`src/hdl/dnle_pkg.sv`:
```
// ----------------------------------------------------------------------------
// dnle_pkg
// Shared constants and types of the DNS name label encoder.
// ----------------------------------------------------------------------------
package dnle_pkg;

  localparam int BYTE_W      = 8;
  localparam int POS_W       = 10;
  localparam int STORE_DEPTH = 62;
  localparam int MAX_LABEL   = 62;
  localparam int ADDR_W      = $clog2(STORE_DEPTH);
  // count must hold STORE_DEPTH itself
  localparam int CNT_W       = $clog2(STORE_DEPTH + 1);

  localparam int LABEL_CAP_I = (MAX_LABEL > STORE_DEPTH) ? STORE_DEPTH :
                               ((MAX_LABEL < 1) ? 1 : MAX_LABEL);

  localparam logic [CNT_W-1:0]  LABEL_CAP  = CNT_W'(LABEL_CAP_I);
  localparam logic [POS_W-1:0]  POS_MAX    = {POS_W{1'b1}};
  localparam logic [BYTE_W-1:0] SEPARATOR  = 8'h2E;
  localparam logic [BYTE_W-1:0] TERMINATOR = 8'h00;

  // label store access
  typedef struct packed {
    logic              we;
    logic [ADDR_W-1:0] waddr;
    logic [BYTE_W-1:0] wdata;
    logic              re;
    logic [ADDR_W-1:0] raddr;
  } ram_req_t;

  // load of the output register
  typedef struct packed {
    logic              load;
    logic [BYTE_W-1:0] out_byte;
    logic [POS_W-1:0]  position;
    logic              label_too_long;
    logic              end_of_name;
  } out_load_t;

endpackage

```
`src/hdl/dnle_in_if.sv`:
```
// ----------------------------------------------------------------------------
// dnle_in_if
// Host name byte channel: one character per word.
// ----------------------------------------------------------------------------
interface dnle_in_if;
  logic                         valid;
  logic                         ready;
  logic [dnle_pkg::BYTE_W-1:0]  name_byte;

  modport source (output valid, output name_byte, input ready);
  modport sink   (input valid, input name_byte, output ready);
endinterface

```
`src/hdl/dnle_out_if.sv`:
```
// ----------------------------------------------------------------------------
// dnle_out_if
// Encoded name channel: one wire-format byte per word.
// ----------------------------------------------------------------------------
interface dnle_out_if;
  logic                         valid;
  logic                         ready;
  logic [dnle_pkg::BYTE_W-1:0]  out_byte;
  logic [dnle_pkg::POS_W-1:0]   position;
  logic                         label_too_long;
  logic                         end_of_name;

  modport source (output valid, output out_byte, output position,
                  output label_too_long, output end_of_name, input ready);
  modport sink   (input valid, input out_byte, input position,
                  input label_too_long, input end_of_name, output ready);
endinterface

```
`src/hdl/dnle_label_store.sv`:
```
// ----------------------------------------------------------------------------
// dnle_label_store
// Label byte buffer: one write port, one read port, registered read data.
// ----------------------------------------------------------------------------
module dnle_label_store (
  input  logic                        clk,
  input  dnle_pkg::ram_req_t          req,
  output logic [dnle_pkg::BYTE_W-1:0] rd_data
);
  import dnle_pkg::*;

  logic [BYTE_W-1:0] mem [STORE_DEPTH];
  logic [BYTE_W-1:0] rd_data_r;

  always_ff @(posedge clk) begin
    if (req.we) begin
      mem[req.waddr] <= req.wdata;
    end
  end

  // read data holds while no read is issued
  always_ff @(posedge clk) begin
    if (req.re) begin
      rd_data_r <= mem[req.raddr];
    end
  end

  assign rd_data = rd_data_r;

endmodule

```
`src/hdl/dnle_out_reg.sv`:
```
// ----------------------------------------------------------------------------
// dnle_out_reg
// Output register of the encoded byte stream; decouples the sequencer from
// downstream stalls.
// ----------------------------------------------------------------------------
module dnle_out_reg (
  input  logic                clk,
  input  logic                rst_n,
  input  dnle_pkg::out_load_t ld,
  output logic                slot_free,
  dnle_out_if.source          out_word
);
  import dnle_pkg::*;

  logic              valid_r;
  logic [BYTE_W-1:0] byte_r;
  logic [POS_W-1:0]  pos_r;
  logic              too_long_r;
  logic              eon_r;

  assign slot_free = !valid_r || out_word.ready;

  always_ff @(posedge clk) begin
    if (!rst_n) begin
      valid_r <= 1'b0;
    end else if (ld.load) begin
      valid_r <= 1'b1;
    end else if (out_word.ready) begin
      valid_r <= 1'b0;
    end
  end

  always_ff @(posedge clk) begin
    if (ld.load) begin
      byte_r     <= ld.out_byte;
      pos_r      <= ld.position;
      too_long_r <= ld.label_too_long;
      eon_r      <= ld.end_of_name;
    end
  end

  assign out_word.valid          = valid_r;
  assign out_word.out_byte       = byte_r;
  assign out_word.position       = pos_r;
  assign out_word.label_too_long = too_long_r;
  assign out_word.end_of_name    = eon_r;

endmodule

```
`src/hdl/dns_name_label_encoder_core.sv`:
```
// ----------------------------------------------------------------------------
// dns_name_label_encoder_core
// Encodes a dotted host name, one byte per input word, into DNS wire-format
// labels. An ordinary character is written into the label memory. A dot or
// a zero byte starts a flush: the length byte, then each buffered character
// read from the single read port of the label memory, then the terminator
// after a zero byte; input is not taken during a flush, and output stalls
// stretch it. Characters beyond MAX_LABEL are dropped and flag the label.
// Output position saturates at 1023 and restarts after each name.
// No clearing pass after reset.
// ----------------------------------------------------------------------------
module dns_name_label_encoder_core (
  input  logic       clk,
  input  logic       rst_n,
  dnle_in_if.sink    in_word,
  dnle_out_if.source out_word
);
  import dnle_pkg::*;

  localparam logic [1:0] ST_IDLE = 2'd0;
  localparam logic [1:0] ST_LEN  = 2'd1;
  localparam logic [1:0] ST_RD   = 2'd2;
  localparam logic [1:0] ST_TERM = 2'd3;

  logic [1:0]        state_r, state_nxt;
  logic [CNT_W-1:0]  count_r, count_nxt;
  logic              ovf_r, ovf_nxt;
  logic [ADDR_W-1:0] idx_r, idx_nxt;
  logic              term_r, term_nxt;
  logic [POS_W-1:0]  pos_r, pos_nxt;
  logic [POS_W-1:0]  pos_inc;
  logic [CNT_W-1:0]  idx_next_cnt;
  logic [BYTE_W-1:0] rd_data;
  logic              slot_free;
  ram_req_t          ram_req;
  out_load_t         oload;

  dnle_label_store u_store (
    .clk     (clk),
    .req     (ram_req),
    .rd_data (rd_data)
  );

  dnle_out_reg u_out (
    .clk       (clk),
    .rst_n     (rst_n),
    .ld        (oload),
    .slot_free (slot_free),
    .out_word  (out_word)
  );

  assign in_word.ready = (state_r == ST_IDLE);
  assign pos_inc       = (pos_r == POS_MAX) ? pos_r : pos_r + 1'b1;
  assign idx_next_cnt  = CNT_W'(idx_r) + 1'b1;

  always_comb begin
    state_nxt = state_r;
    count_nxt = count_r;
    ovf_nxt   = ovf_r;
    idx_nxt   = idx_r;
    term_nxt  = term_r;
    pos_nxt   = pos_r;
    ram_req   = '0;
    oload     = '0;
    case (state_r)
      ST_IDLE: begin
        if (in_word.valid) begin
          if (in_word.name_byte == SEPARATOR || in_word.name_byte == TERMINATOR) begin
            term_nxt  = (in_word.name_byte == TERMINATOR);
            state_nxt = ST_LEN;
          end else if (count_r < LABEL_CAP) begin
            ram_req.we    = 1'b1;
            ram_req.waddr = ADDR_W'(count_r);
            ram_req.wdata = in_word.name_byte;
            count_nxt     = count_r + 1'b1;
          end else begin
            ovf_nxt = 1'b1;
          end
        end
      end
      ST_LEN: begin
        if (slot_free) begin
          oload.load           = 1'b1;
          oload.out_byte       = BYTE_W'(count_r);
          oload.position       = pos_r;
          oload.label_too_long = ovf_r;
          pos_nxt              = pos_inc;
          if (count_r == '0) begin
            ovf_nxt   = 1'b0;
            state_nxt = term_r ? ST_TERM : ST_IDLE;
          end else begin
            // prefetch first character
            ram_req.re    = 1'b1;
            ram_req.raddr = '0;
            idx_nxt       = '0;
            state_nxt     = ST_RD;
          end
        end
      end
      ST_RD: begin
        if (slot_free) begin
          oload.load           = 1'b1;
          oload.out_byte       = rd_data;
          oload.position       = pos_r;
          oload.label_too_long = ovf_r;
          pos_nxt              = pos_inc;
          if (idx_next_cnt == count_r) begin
            count_nxt = '0;
            ovf_nxt   = 1'b0;
            state_nxt = term_r ? ST_TERM : ST_IDLE;
          end else begin
            ram_req.re    = 1'b1;
            ram_req.raddr = idx_r + 1'b1;
            idx_nxt       = idx_r + 1'b1;
          end
        end
      end
      ST_TERM: begin
        if (slot_free) begin
          oload.load        = 1'b1;
          oload.out_byte    = TERMINATOR;
          oload.position    = pos_r;
          oload.end_of_name = 1'b1;
          pos_nxt           = '0;
          state_nxt         = ST_IDLE;
        end
      end
      default: begin
        state_nxt = ST_IDLE;
      end
    endcase
  end

  always_ff @(posedge clk) begin
    if (!rst_n) begin
      state_r <= ST_IDLE;
      count_r <= '0;
      ovf_r   <= 1'b0;
      idx_r   <= '0;
      term_r  <= 1'b0;
      pos_r   <= '0;
    end else begin
      state_r <= state_nxt;
      count_r <= count_nxt;
      ovf_r   <= ovf_nxt;
      idx_r   <= idx_nxt;
      term_r  <= term_nxt;
      pos_r   <= pos_nxt;
    end
  end

  // label fill and label readout never share a cycle
  a_no_rw_overlap: assert property (@(posedge clk) disable iff (!rst_n)
    !(ram_req.we && ram_req.re))
    else $error("label store written and read in the same cycle");

  a_count_cap: assert property (@(posedge clk) disable iff (!rst_n)
    count_r <= LABEL_CAP)
    else $error("label count beyond cap");

  a_load_slot: assert property (@(posedge clk) disable iff (!rst_n)
    oload.load |-> slot_free)
    else $error("output register overwritten while held");

  a_term_pos: assert property (@(posedge clk) disable iff (!rst_n)
    (oload.load && oload.end_of_name) |=> (pos_r == '0 && state_r == ST_IDLE))
    else $error("position not restarted after terminator");

endmodule
```
`src/flat_wrapper.sv`:
```
// flat-port wrapper written by rule: the top's interface ports become plain ports
module dns_name_label_encoder_core_flat import dnle_pkg::*;
  (clk, rst_n, in_word_valid, in_word_name_byte, in_word_ready, out_word_valid, out_word_out_byte, out_word_position, out_word_label_too_long, out_word_end_of_name, out_word_ready);
  dnle_in_if in_word_i ();
  dnle_out_if out_word_i ();
  input  logic clk;
  input  logic rst_n;
  input wire logic [$bits(in_word_i.valid)-1:0] in_word_valid;
  input wire logic [$bits(in_word_i.name_byte)-1:0] in_word_name_byte;
  output wire logic [$bits(in_word_i.ready)-1:0] in_word_ready;
  output wire logic [$bits(out_word_i.valid)-1:0] out_word_valid;
  output wire logic [$bits(out_word_i.out_byte)-1:0] out_word_out_byte;
  output wire logic [$bits(out_word_i.position)-1:0] out_word_position;
  output wire logic [$bits(out_word_i.label_too_long)-1:0] out_word_label_too_long;
  output wire logic [$bits(out_word_i.end_of_name)-1:0] out_word_end_of_name;
  input wire logic [$bits(out_word_i.ready)-1:0] out_word_ready;
  assign in_word_i.valid = in_word_valid;
  assign in_word_i.name_byte = in_word_name_byte;
  assign in_word_ready = in_word_i.ready;
  assign out_word_valid = out_word_i.valid;
  assign out_word_out_byte = out_word_i.out_byte;
  assign out_word_position = out_word_i.position;
  assign out_word_label_too_long = out_word_i.label_too_long;
  assign out_word_end_of_name = out_word_i.end_of_name;
  assign out_word_i.ready = out_word_ready;
  dns_name_label_encoder_core u_core (.clk(clk), .rst_n(rst_n), .in_word(in_word_i), .out_word(out_word_i));
endmodule
```
`config.mk`:
```
export PLATFORM = sky130hd
export DESIGN_NAME = dns_name_label_encoder_core_flat
export DESIGN_NICKNAME = d
export VERILOG_FILES = /design/src/hdl/dnle_pkg.sv /design/src/hdl/dnle_in_if.sv /design/src/hdl/dnle_out_if.sv /design/src/hdl/dnle_label_store.sv /design/src/hdl/dnle_out_reg.sv /design/src/hdl/dns_name_label_encoder_core.sv /design/src/flat_wrapper.sv
export SDC_FILE = /design/constraint.sdc
export NUM_CORES = 1
export LEC_CHECK = 0
export BUFFER_PORTS_ARGS = -buffer_cell sky130_fd_sc_hd__buf_4
export CAP_MARGIN = 20
export CORE_MARGIN = 3
export CORE_UTILIZATION = 50
export CTS_CLUSTER_SIZE = 14
export DETAILED_ROUTE_END_ITERATION = 6
export PLACE_DENSITY = 0.78
export SLEW_MARGIN = 20
export SYNTH_ARGS = -nofsm -noshare
export SYNTH_HDL_FRONTEND = slang
export SYNTH_SLANG_ARGS = --single-unit
```
`constraint.sdc`:
```
create_clock -name clk -period 3.1 [get_ports clk]
set_input_delay 0.465 -clock clk [delete_from_list [all_inputs] [get_ports clk]]
set_output_delay 0.465 -clock clk [all_outputs]
set_load 0.005 [all_outputs]
```
======== Word-level counts from Yosys, hierarchy flattened ========
Memories as Yosys holds them, arrays and structs flattened. A register that Yosys moved wholly into a read port is not among the register bits.
Index checks and enable logic that the tools add are counted.
word-level totals
  input port bits ......................... 12
  output and inout port bits .............. 22
  bits in writable memories ............... 496
  register bits after elaboration ......... 47
  memories ................................ 1
  word-level logic and storage cells ...... 105
memory list
  name                words  bits a word  rd ports  clocked after memory_dff  write ports  RTL line                source
  u_core.u_store.mem  62     8            1         1                         1            dnle_label_store.sv:12  logic [BYTE_W-1:0] mem [STORE_DEPTH];
operators by class
  eq/ne operators ......................... 20
  add/subtract/negate cells ............... 3
  order comparisons ....................... 1
  muxes and demuxes ....................... 51
  reductions and logical operators ........ 18
operators with widths
  operator               number
  $mux 15                4
  $pmux 19 s3            1
  $mux 6                 9
  $mux 20                2
  $mux 10                3
  $mux 7                 4
  $pmux 6 s2             2
  $pmux 10 s2            1
  $mux 19                1
  $mux 2                 8
  $ne 2x1->1 const B     8
  $pmux 7 s2             1
  $add 6x1->6 const B    2
  $mux 1                 12
  $ne 2x2->1 const B     6
  $reduce_and 6->1       2
  $add 10x1->10 const B  1
  $eq 10x10->1 const B   1
  $eq 8x6->1 const B     1
  $logic_not 8->1        1
  $pmux 2 s4             1
  $reduce_and 8->1       1
  $reduce_bool 2->1      4
  $eq 6x6->1             1
  14 further kinds       16

======== Depth between registers and ports, before layout ========
  depth after elaboration ................. 7
  depth in mapped cells ................... 13
  gate-level depth less buffers ........... 11

======== Hierarchy ========
A second synthesis with hierarchy kept.
unflattened totals
  cell total of the unflattened synthesis .. 1,236
  area total of the unflattened synthesis .. 22,335.2 µm²
modules (own cells, without submodules)
  module                       cells each  area an instance (µm²)  seq. area each (µm²)  instances
  dnle_label_store             935         19,636.3                15,134.5              1
  dns_name_label_encoder_core  277         2,049.5                 520.5                 1
  dnle_out_reg                 24          649.4                   620.6                 1

======== Worst setup path before layout ========
Ideal clock, no wire load.
  path kind ............................... input -> register
  start point ............................. input port in_word_name_byte[5]
  end point ............................... memory u_core.u_store.mem[0][0] (data pin)
  data required time ...................... 2.738 ns
  data arrival time ....................... 2.583 ns
  path buffers ............................ 1
  library setup time ...................... 0.362 ns
  stages on the path ...................... 6
  path slack .............................. 0.154 ns
  path through ............................ and4_1 o21ai_0 nand3_1 nor2_1 clkbuf_1 and2_1
RTL lines
  what         RTL line                source
  from (decl)  flat_wrapper.sv:9       input wire logic [$bits(in_word_i.name_byte)-1:0] in_word_name_byte;
  to (decl)    dnle_label_store.sv:12

======== Worst setup path after layout ========
  start point ............................. register u_core.idx_r[0]
  end point ............................... register u_core.u_store.rd_data_r[3], in the netlist u_core.u_store.rd_data[3] (read register of u_core.u_store.mem) (data pin)
on the way
  cells in the longest elaborated chain, start to end .. 5
RTL lines
  what                    RTL line                                                               source
  from (decl)             dns_name_label_encoder_core.sv:28                                      logic [ADDR_W-1:0] idx_r, idx_nxt;
  from (signal assigned)  dns_name_label_encoder_core.sv:146                                     idx_r <= idx_nxt;
  $add 6x1->6 (*)         dns_name_label_encoder_core.sv:54, dns_name_label_encoder_core.sv:113
  $eq 6x6->1              dns_name_label_encoder_core.sv:107                                     if (idx_next_cnt == count_r) begin
  $mux 7 (*)              dns_name_label_encoder_core.sv:107
  $mux 7 (*)              dns_name_label_encoder_core.sv:101                                     if (slot_free) begin
  $pmux 7 s2 (*)          dns_name_label_encoder_core.sv:65                                      case (state_r)
  to (decl)               dnle_label_store.sv:13                                                 logic [BYTE_W-1:0] rd_data_r;
Mark *: on every way between the ends. The rest lies on a longest branch, timed or not.
A chain may end at the register's enable or synchronous reset.

==> flow_results.xml <==
<?xml version="1.0" encoding="UTF-8"?>
<metrics>
  <group name="critical_path">
    <metric name="criticalPathCategory" unit="">flip-flop to flip-flop</metric>
    <metric name="startpoint_type" unit="">flip-flop</metric>
    <metric name="worstPathArrival" unit="ps">3400</metric>
    <metric name="timing.critical_path.required" unit="ps">3430</metric>
    <metric name="critPathCaptureType" unit="">flip-flop</metric>
    <metric name="maximum_net_fanout_on_the_critical_path" unit="">10</metric>
  </group>
  <group name="yosys">
    <metric name="synthTopCellsByArea" unit="">sky130_fd_sc_hd__edfxtp_1 (70%), sky130_fd_sc_hd__nand2_1 (4.0%), sky130_fd_sc_hd__dfxtp_1 (2.4%)</metric>
    <metric name="asyncSetResetFlopFracSynth" unit="">0</metric>
    <metric name="syn_avg_cell_area" unit="µm²">13.6</metric>
    <metric name="netlist_area" unit="µm²">22500</metric>
    <metric name="synth_seq_area_share" unit="">0.725</metric>
    <metric name="synthMostInstantiatedCell" unit="">sky130_fd_sc_hd__edfxtp_1</metric>
    <metric name="synth-edff-count" unit="">524</metric>
    <metric name="predominant_post_synthesis_flop_cell" unit="">sky130_fd_sc_hd__edfxtp_1</metric>
    <metric name="netlist-cell-type-count" unit="">68</metric>
    <metric name="yosys_register_bits" unit="">551</metric>
    <metric name="netlist_top_cells_count" unit="">sky130_fd_sc_hd__edfxtp_1 (524), sky130_fd_sc_hd__nand2_1 (242), sky130_fd_sc_hd__nor2_1 (126)</metric>
    <metric name="ys.warnings.count" unit="">0</metric>
    <metric name="yosys.area.top_type_share" unit="">0.701</metric>
    <metric name="synth_top_area_cell" unit="">sky130_fd_sc_hd__edfxtp_1</metric>
    <metric name="syn_nets" unit="">1671</metric>
    <metric name="post_synth_inst_count" unit="">1651</metric>
  </group>
  <group name="timing">
    <metric name="endpoints_failing_setup" unit="">0</metric>
    <metric name="final.period_utilization" unit="">0.988</metric>
    <metric name="number_of_max_slew_violations_in_the_final_report" unit="">0</metric>
    <metric name="postLayoutSetupSlackWorst" unit="ps">37.3</metric>
    <metric name="rsz0062_at_grt" unit="">true</metric>
    <metric name="post-route-min-period" unit="ps">3060</metric>
    <metric name="worst-slew-pin-transition" unit="ps">1200</metric>
    <metric name="max_slew_margin" unit="">0.194</metric>
    <metric name="fin_worst_hold_slack" unit="ps">210</metric>
    <metric name="clock_skew" unit="ps">24.0</metric>
    <metric name="max_freq" unit="GHz">0.327</metric>
    <metric name="report.final.hold_viol_count" unit="">0</metric>
    <metric name="finalSetupTns" unit="ps">0</metric>
  </group>
  <group name="floorplan">
    <metric name="floorplan.die.width" unit="µm">218</metric>
    <metric name="start_util" unit="">0.507</metric>
    <metric name="die_height" unit="µm">218</metric>
    <metric name="io_pins" unit="">34</metric>
    <metric name="core_area" unit="µm²">44300</metric>
    <metric name="floorplan.die_area" unit="µm²">47500</metric>
    <metric name="floorplan.rows" unit="">77</metric>
  </group>
  <group name="cts">
    <metric name="clk_path_buf_depth" unit="">3</metric>
    <metric name="ctsHtreeMaxLevel" unit="">2</metric>
    <metric name="number_of_buffers_created_by_cts" unit="">54</metric>
    <metric name="clk-insertion-delay-late" unit="ps">610</metric>
    <metric name="cts_num_sinks" unit="">551</metric>
    <metric name="path_clk_slew" unit="ps">60</metric>
    <metric name="clock_tree_from_tritoncts" unit="">yes</metric>
    <metric name="clock_tree.root_cell" unit="">sky130_fd_sc_hd__clkbuf_16</metric>
    <metric name="cts_hold_buffers_added" unit="">0</metric>
  </group>
  <group name="grt">
    <metric name="grt_pass1_vias" unit="">14600</metric>
    <metric name="use_met1" unit="">0.340</metric>
    <metric name="grt_start_max_net_pins" unit="">79</metric>
    <metric name="met2_usage" unit="">0.388</metric>
    <metric name="number_of_antenna_violations_at_the_first_check_in_global_routing" unit="">1</metric>
    <metric name="global_route.overflow_total" unit="">0</metric>
    <metric name="grt-busiest-layer" unit="">met2</metric>
    <metric name="use_met3" unit="">0.0555</metric>
    <metric name="gr-usage-all-layers" unit="">0.249</metric>
    <metric name="grt_first_pass_wirelength" unit="µm">88800</metric>
  </group>
  <group name="power_and_ir_drop">
    <metric name="vdd.ir_drop.worst" unit="mV">0.402</metric>
    <metric name="power_leakage" unit="nW">9.08</metric>
    <metric name="power_per_standard_cell_area" unit="nW/µm²">573</metric>
  </group>
  <group name="layout">
    <metric name="final-instance-count-excl-fill" unit="">2474</metric>
    <metric name="diodes" unit="">0</metric>
    <metric name="synthToLayoutAreaGrowth" unit="%">19.0</metric>
    <metric name="final_cell_area" unit="µm²">26700</metric>
    <metric name="finish.net_count" unit="">1857</metric>
    <metric name="layout-drive-gt1-share" unit="">0.194</metric>
  </group>
  <group name="detailed_routing">
    <metric name="routed_wire_length_per_instance" unit="µm">24.3</metric>
    <metric name="drt-vias-per-instance" unit="">6.19</metric>
    <metric name="drt.antenna.violating_nets" unit="">0</metric>
    <metric name="vias" unit="">15300</metric>
    <metric name="detailed_route_iter0_violations" unit="">2267</metric>
    <metric name="totalWireLength" unit="µm">60200</metric>
    <metric name="drcViolationCount" unit="">0</metric>
    <metric name="firstDrtPassIters" unit="">6</metric>
  </group>
  <group name="place">
    <metric name="io_buffers" unit="">33</metric>
    <metric name="placed_area" unit="µm²">24700</metric>
    <metric name="detailed_placement_wirelength_estimate" unit="µm">38700</metric>
    <metric name="setup_slack_at_placement" unit="ps">-107</metric>
    <metric name="dp_cells" unit="">2368</metric>
    <metric name="gp_congestion" unit="">0.954</metric>
  </group>
  <group name="status">
    <metric name="status" unit="">finished, final reports clean</metric>
  </group>
  <group name="min_path">
    <metric name="hold_path.class" unit="">input port to flip-flop</metric>
  </group>
  <group name="job">
    <metric name="maximum_capacitance_violations" unit="">0</metric>
  </group>
</metrics>
-- through the flow --
step | total power, mW | util
5_1_grt | 15.7 | 0.603
2_1_floorplan | 8.49 | -
6_report | 15.3 | 0.603
3_5_place_dp | 8.67 | 0.557
3_3_place_gp | 8.66 | 0.557
4_1_cts | 15.4 | 0.600
-- cells by family (layout without fill, tap and decap cells) --
family / after synthesis / count (layout) / synth area share
AOI/OAI and AO/OA: 377 / 377 / 0.108
xor gates and xnor gates: 22 / 22 / 0.0105
adders and majority gates: 8 / 8 / 0.00446
buffers and inverters: 105 / 336 / 0.0210
DFF: 551 / 551 / 0.725
muxes: 62 / 62 / 0.0284
and+or+nand+nor: 526 / 526 / 0.103
-- worst paths after layout --
| check | startpoint | end | slack (ps) | cells after the start |
|---|---|---|---|---|
| hold / removal | in_word_valid | u_core.term_r$_SDFFE_PN0P_ | 210 | 3 |
| hold reg to reg | u_core.pos_r[9]$_SDFFE_PN0P_ | u_core.pos_r[9]$_SDFFE_PN0P_ | 510 | 2 |
| setup / recovery | u_core.idx_r[0]$_SDFFE_PN0P_ | u_core.u_store.rd_data[3]$_DFFE_PP_ | 40 | 11 |
| setup reg to reg | u_core.idx_r[0]$_SDFFE_PN0P_ | u_core.u_store.rd_data[3]$_DFFE_PP_ | 40 | 11 |
-- cells in the final DEF, fill, tap and decap left out, drive strengths merged, types with 13 or more instances in the layout --
| cell type | instances |
|---|---|
| and2 | 31 |
| a22oi | 16 |
| o211ai | 24 |
| nor3 | 13 |
| a211oi | 21 |
| clkinv | 20 |
| mux2 | 13 |
| clkbuf | 69 |
| edfxtp | 524 |
| a21oi | 75 |
| nand2 | 244 |
| mux2i | 49 |
| inv | 13 |
| nand3 | 53 |
| nor2 | 127 |
| o22ai | 59 |
| buf | 222 |
| dfxtp | 27 |
| a31oi | 36 |
| nand4 | 15 |
| o21ai | 85 |
-- critical path, cell delays in order (launching register included) --
cell,delay (ps)
sky130_fd_sc_hd__dfxtp_1,340
sky130_fd_sc_hd__buf_4,160
sky130_fd_sc_hd__and3_1,180
sky130_fd_sc_hd__and3_2,240
sky130_fd_sc_hd__xnor3_2,390
sky130_fd_sc_hd__a21oi_2,290
sky130_fd_sc_hd__o21ai_4,180
sky130_fd_sc_hd__buf_4,210
sky130_fd_sc_hd__o21ai_0,120
sky130_fd_sc_hd__o211ai_1,170
sky130_fd_sc_hd__a22oi_2,350
sky130_fd_sc_hd__o211ai_1,160
-- power by group --
part / switching, mW / total (mW) / internal, mW
logic: 0.253 / 0.343 / 0.0904
clock network: 2.70 / 6.79 / 4.09
registers: 0.00755 / 8.18 / 8.17
total: 2.96 / 15.3 / 12.4
-- cell type report --
cell class                 instances  area (µm²)
timing repair buffer             224        1950
multi-input combinational        995        5860
clock inverter                    34         432
clock buffer                      67        1420
sequential                       551       16300
inverter                          11        41.3
tap                              592         741
fill                            3309       17600
-- sequential cells by signal, summed over array words and instances (netlist names) --
| signal | cells |
|---|---|
| u_core.u_store.mem | 496 |
| u_core.pos_r | 10 |
| u_core.u_out.out_word.position | 10 |
| u_core.u_out.out_word.out_byte | 8 |
| u_core.u_store.rd_data | 8 |
| u_core.count_r | 6 |
| u_core.idx_r | 6 |
| u_core.state_r | 2 |
| u_core.ovf_r | 1 |
| u_core.term_r | 1 |
| u_core.u_out.out_word.end_of_name | 1 |
| u_core.u_out.out_word.label_too_long | 1 |
| u_core.u_out.out_word.valid | 1 |
-- routing by layer --
metal	share of wire	vias up
met5	0.00022	-
met4	0.047	2
met3	0.12	192
met2	0.46	1000
met1	0.38	7449
li1	-	6659
-- repair_timing --
action,4_1_cts,5_1_grt
cloned,0,2
pin swaps,2,4
setup buffers,0,3
endpoints found under the setup margin,6,8
resized for setup,7,22
Power figures use the tool's default switching activity.
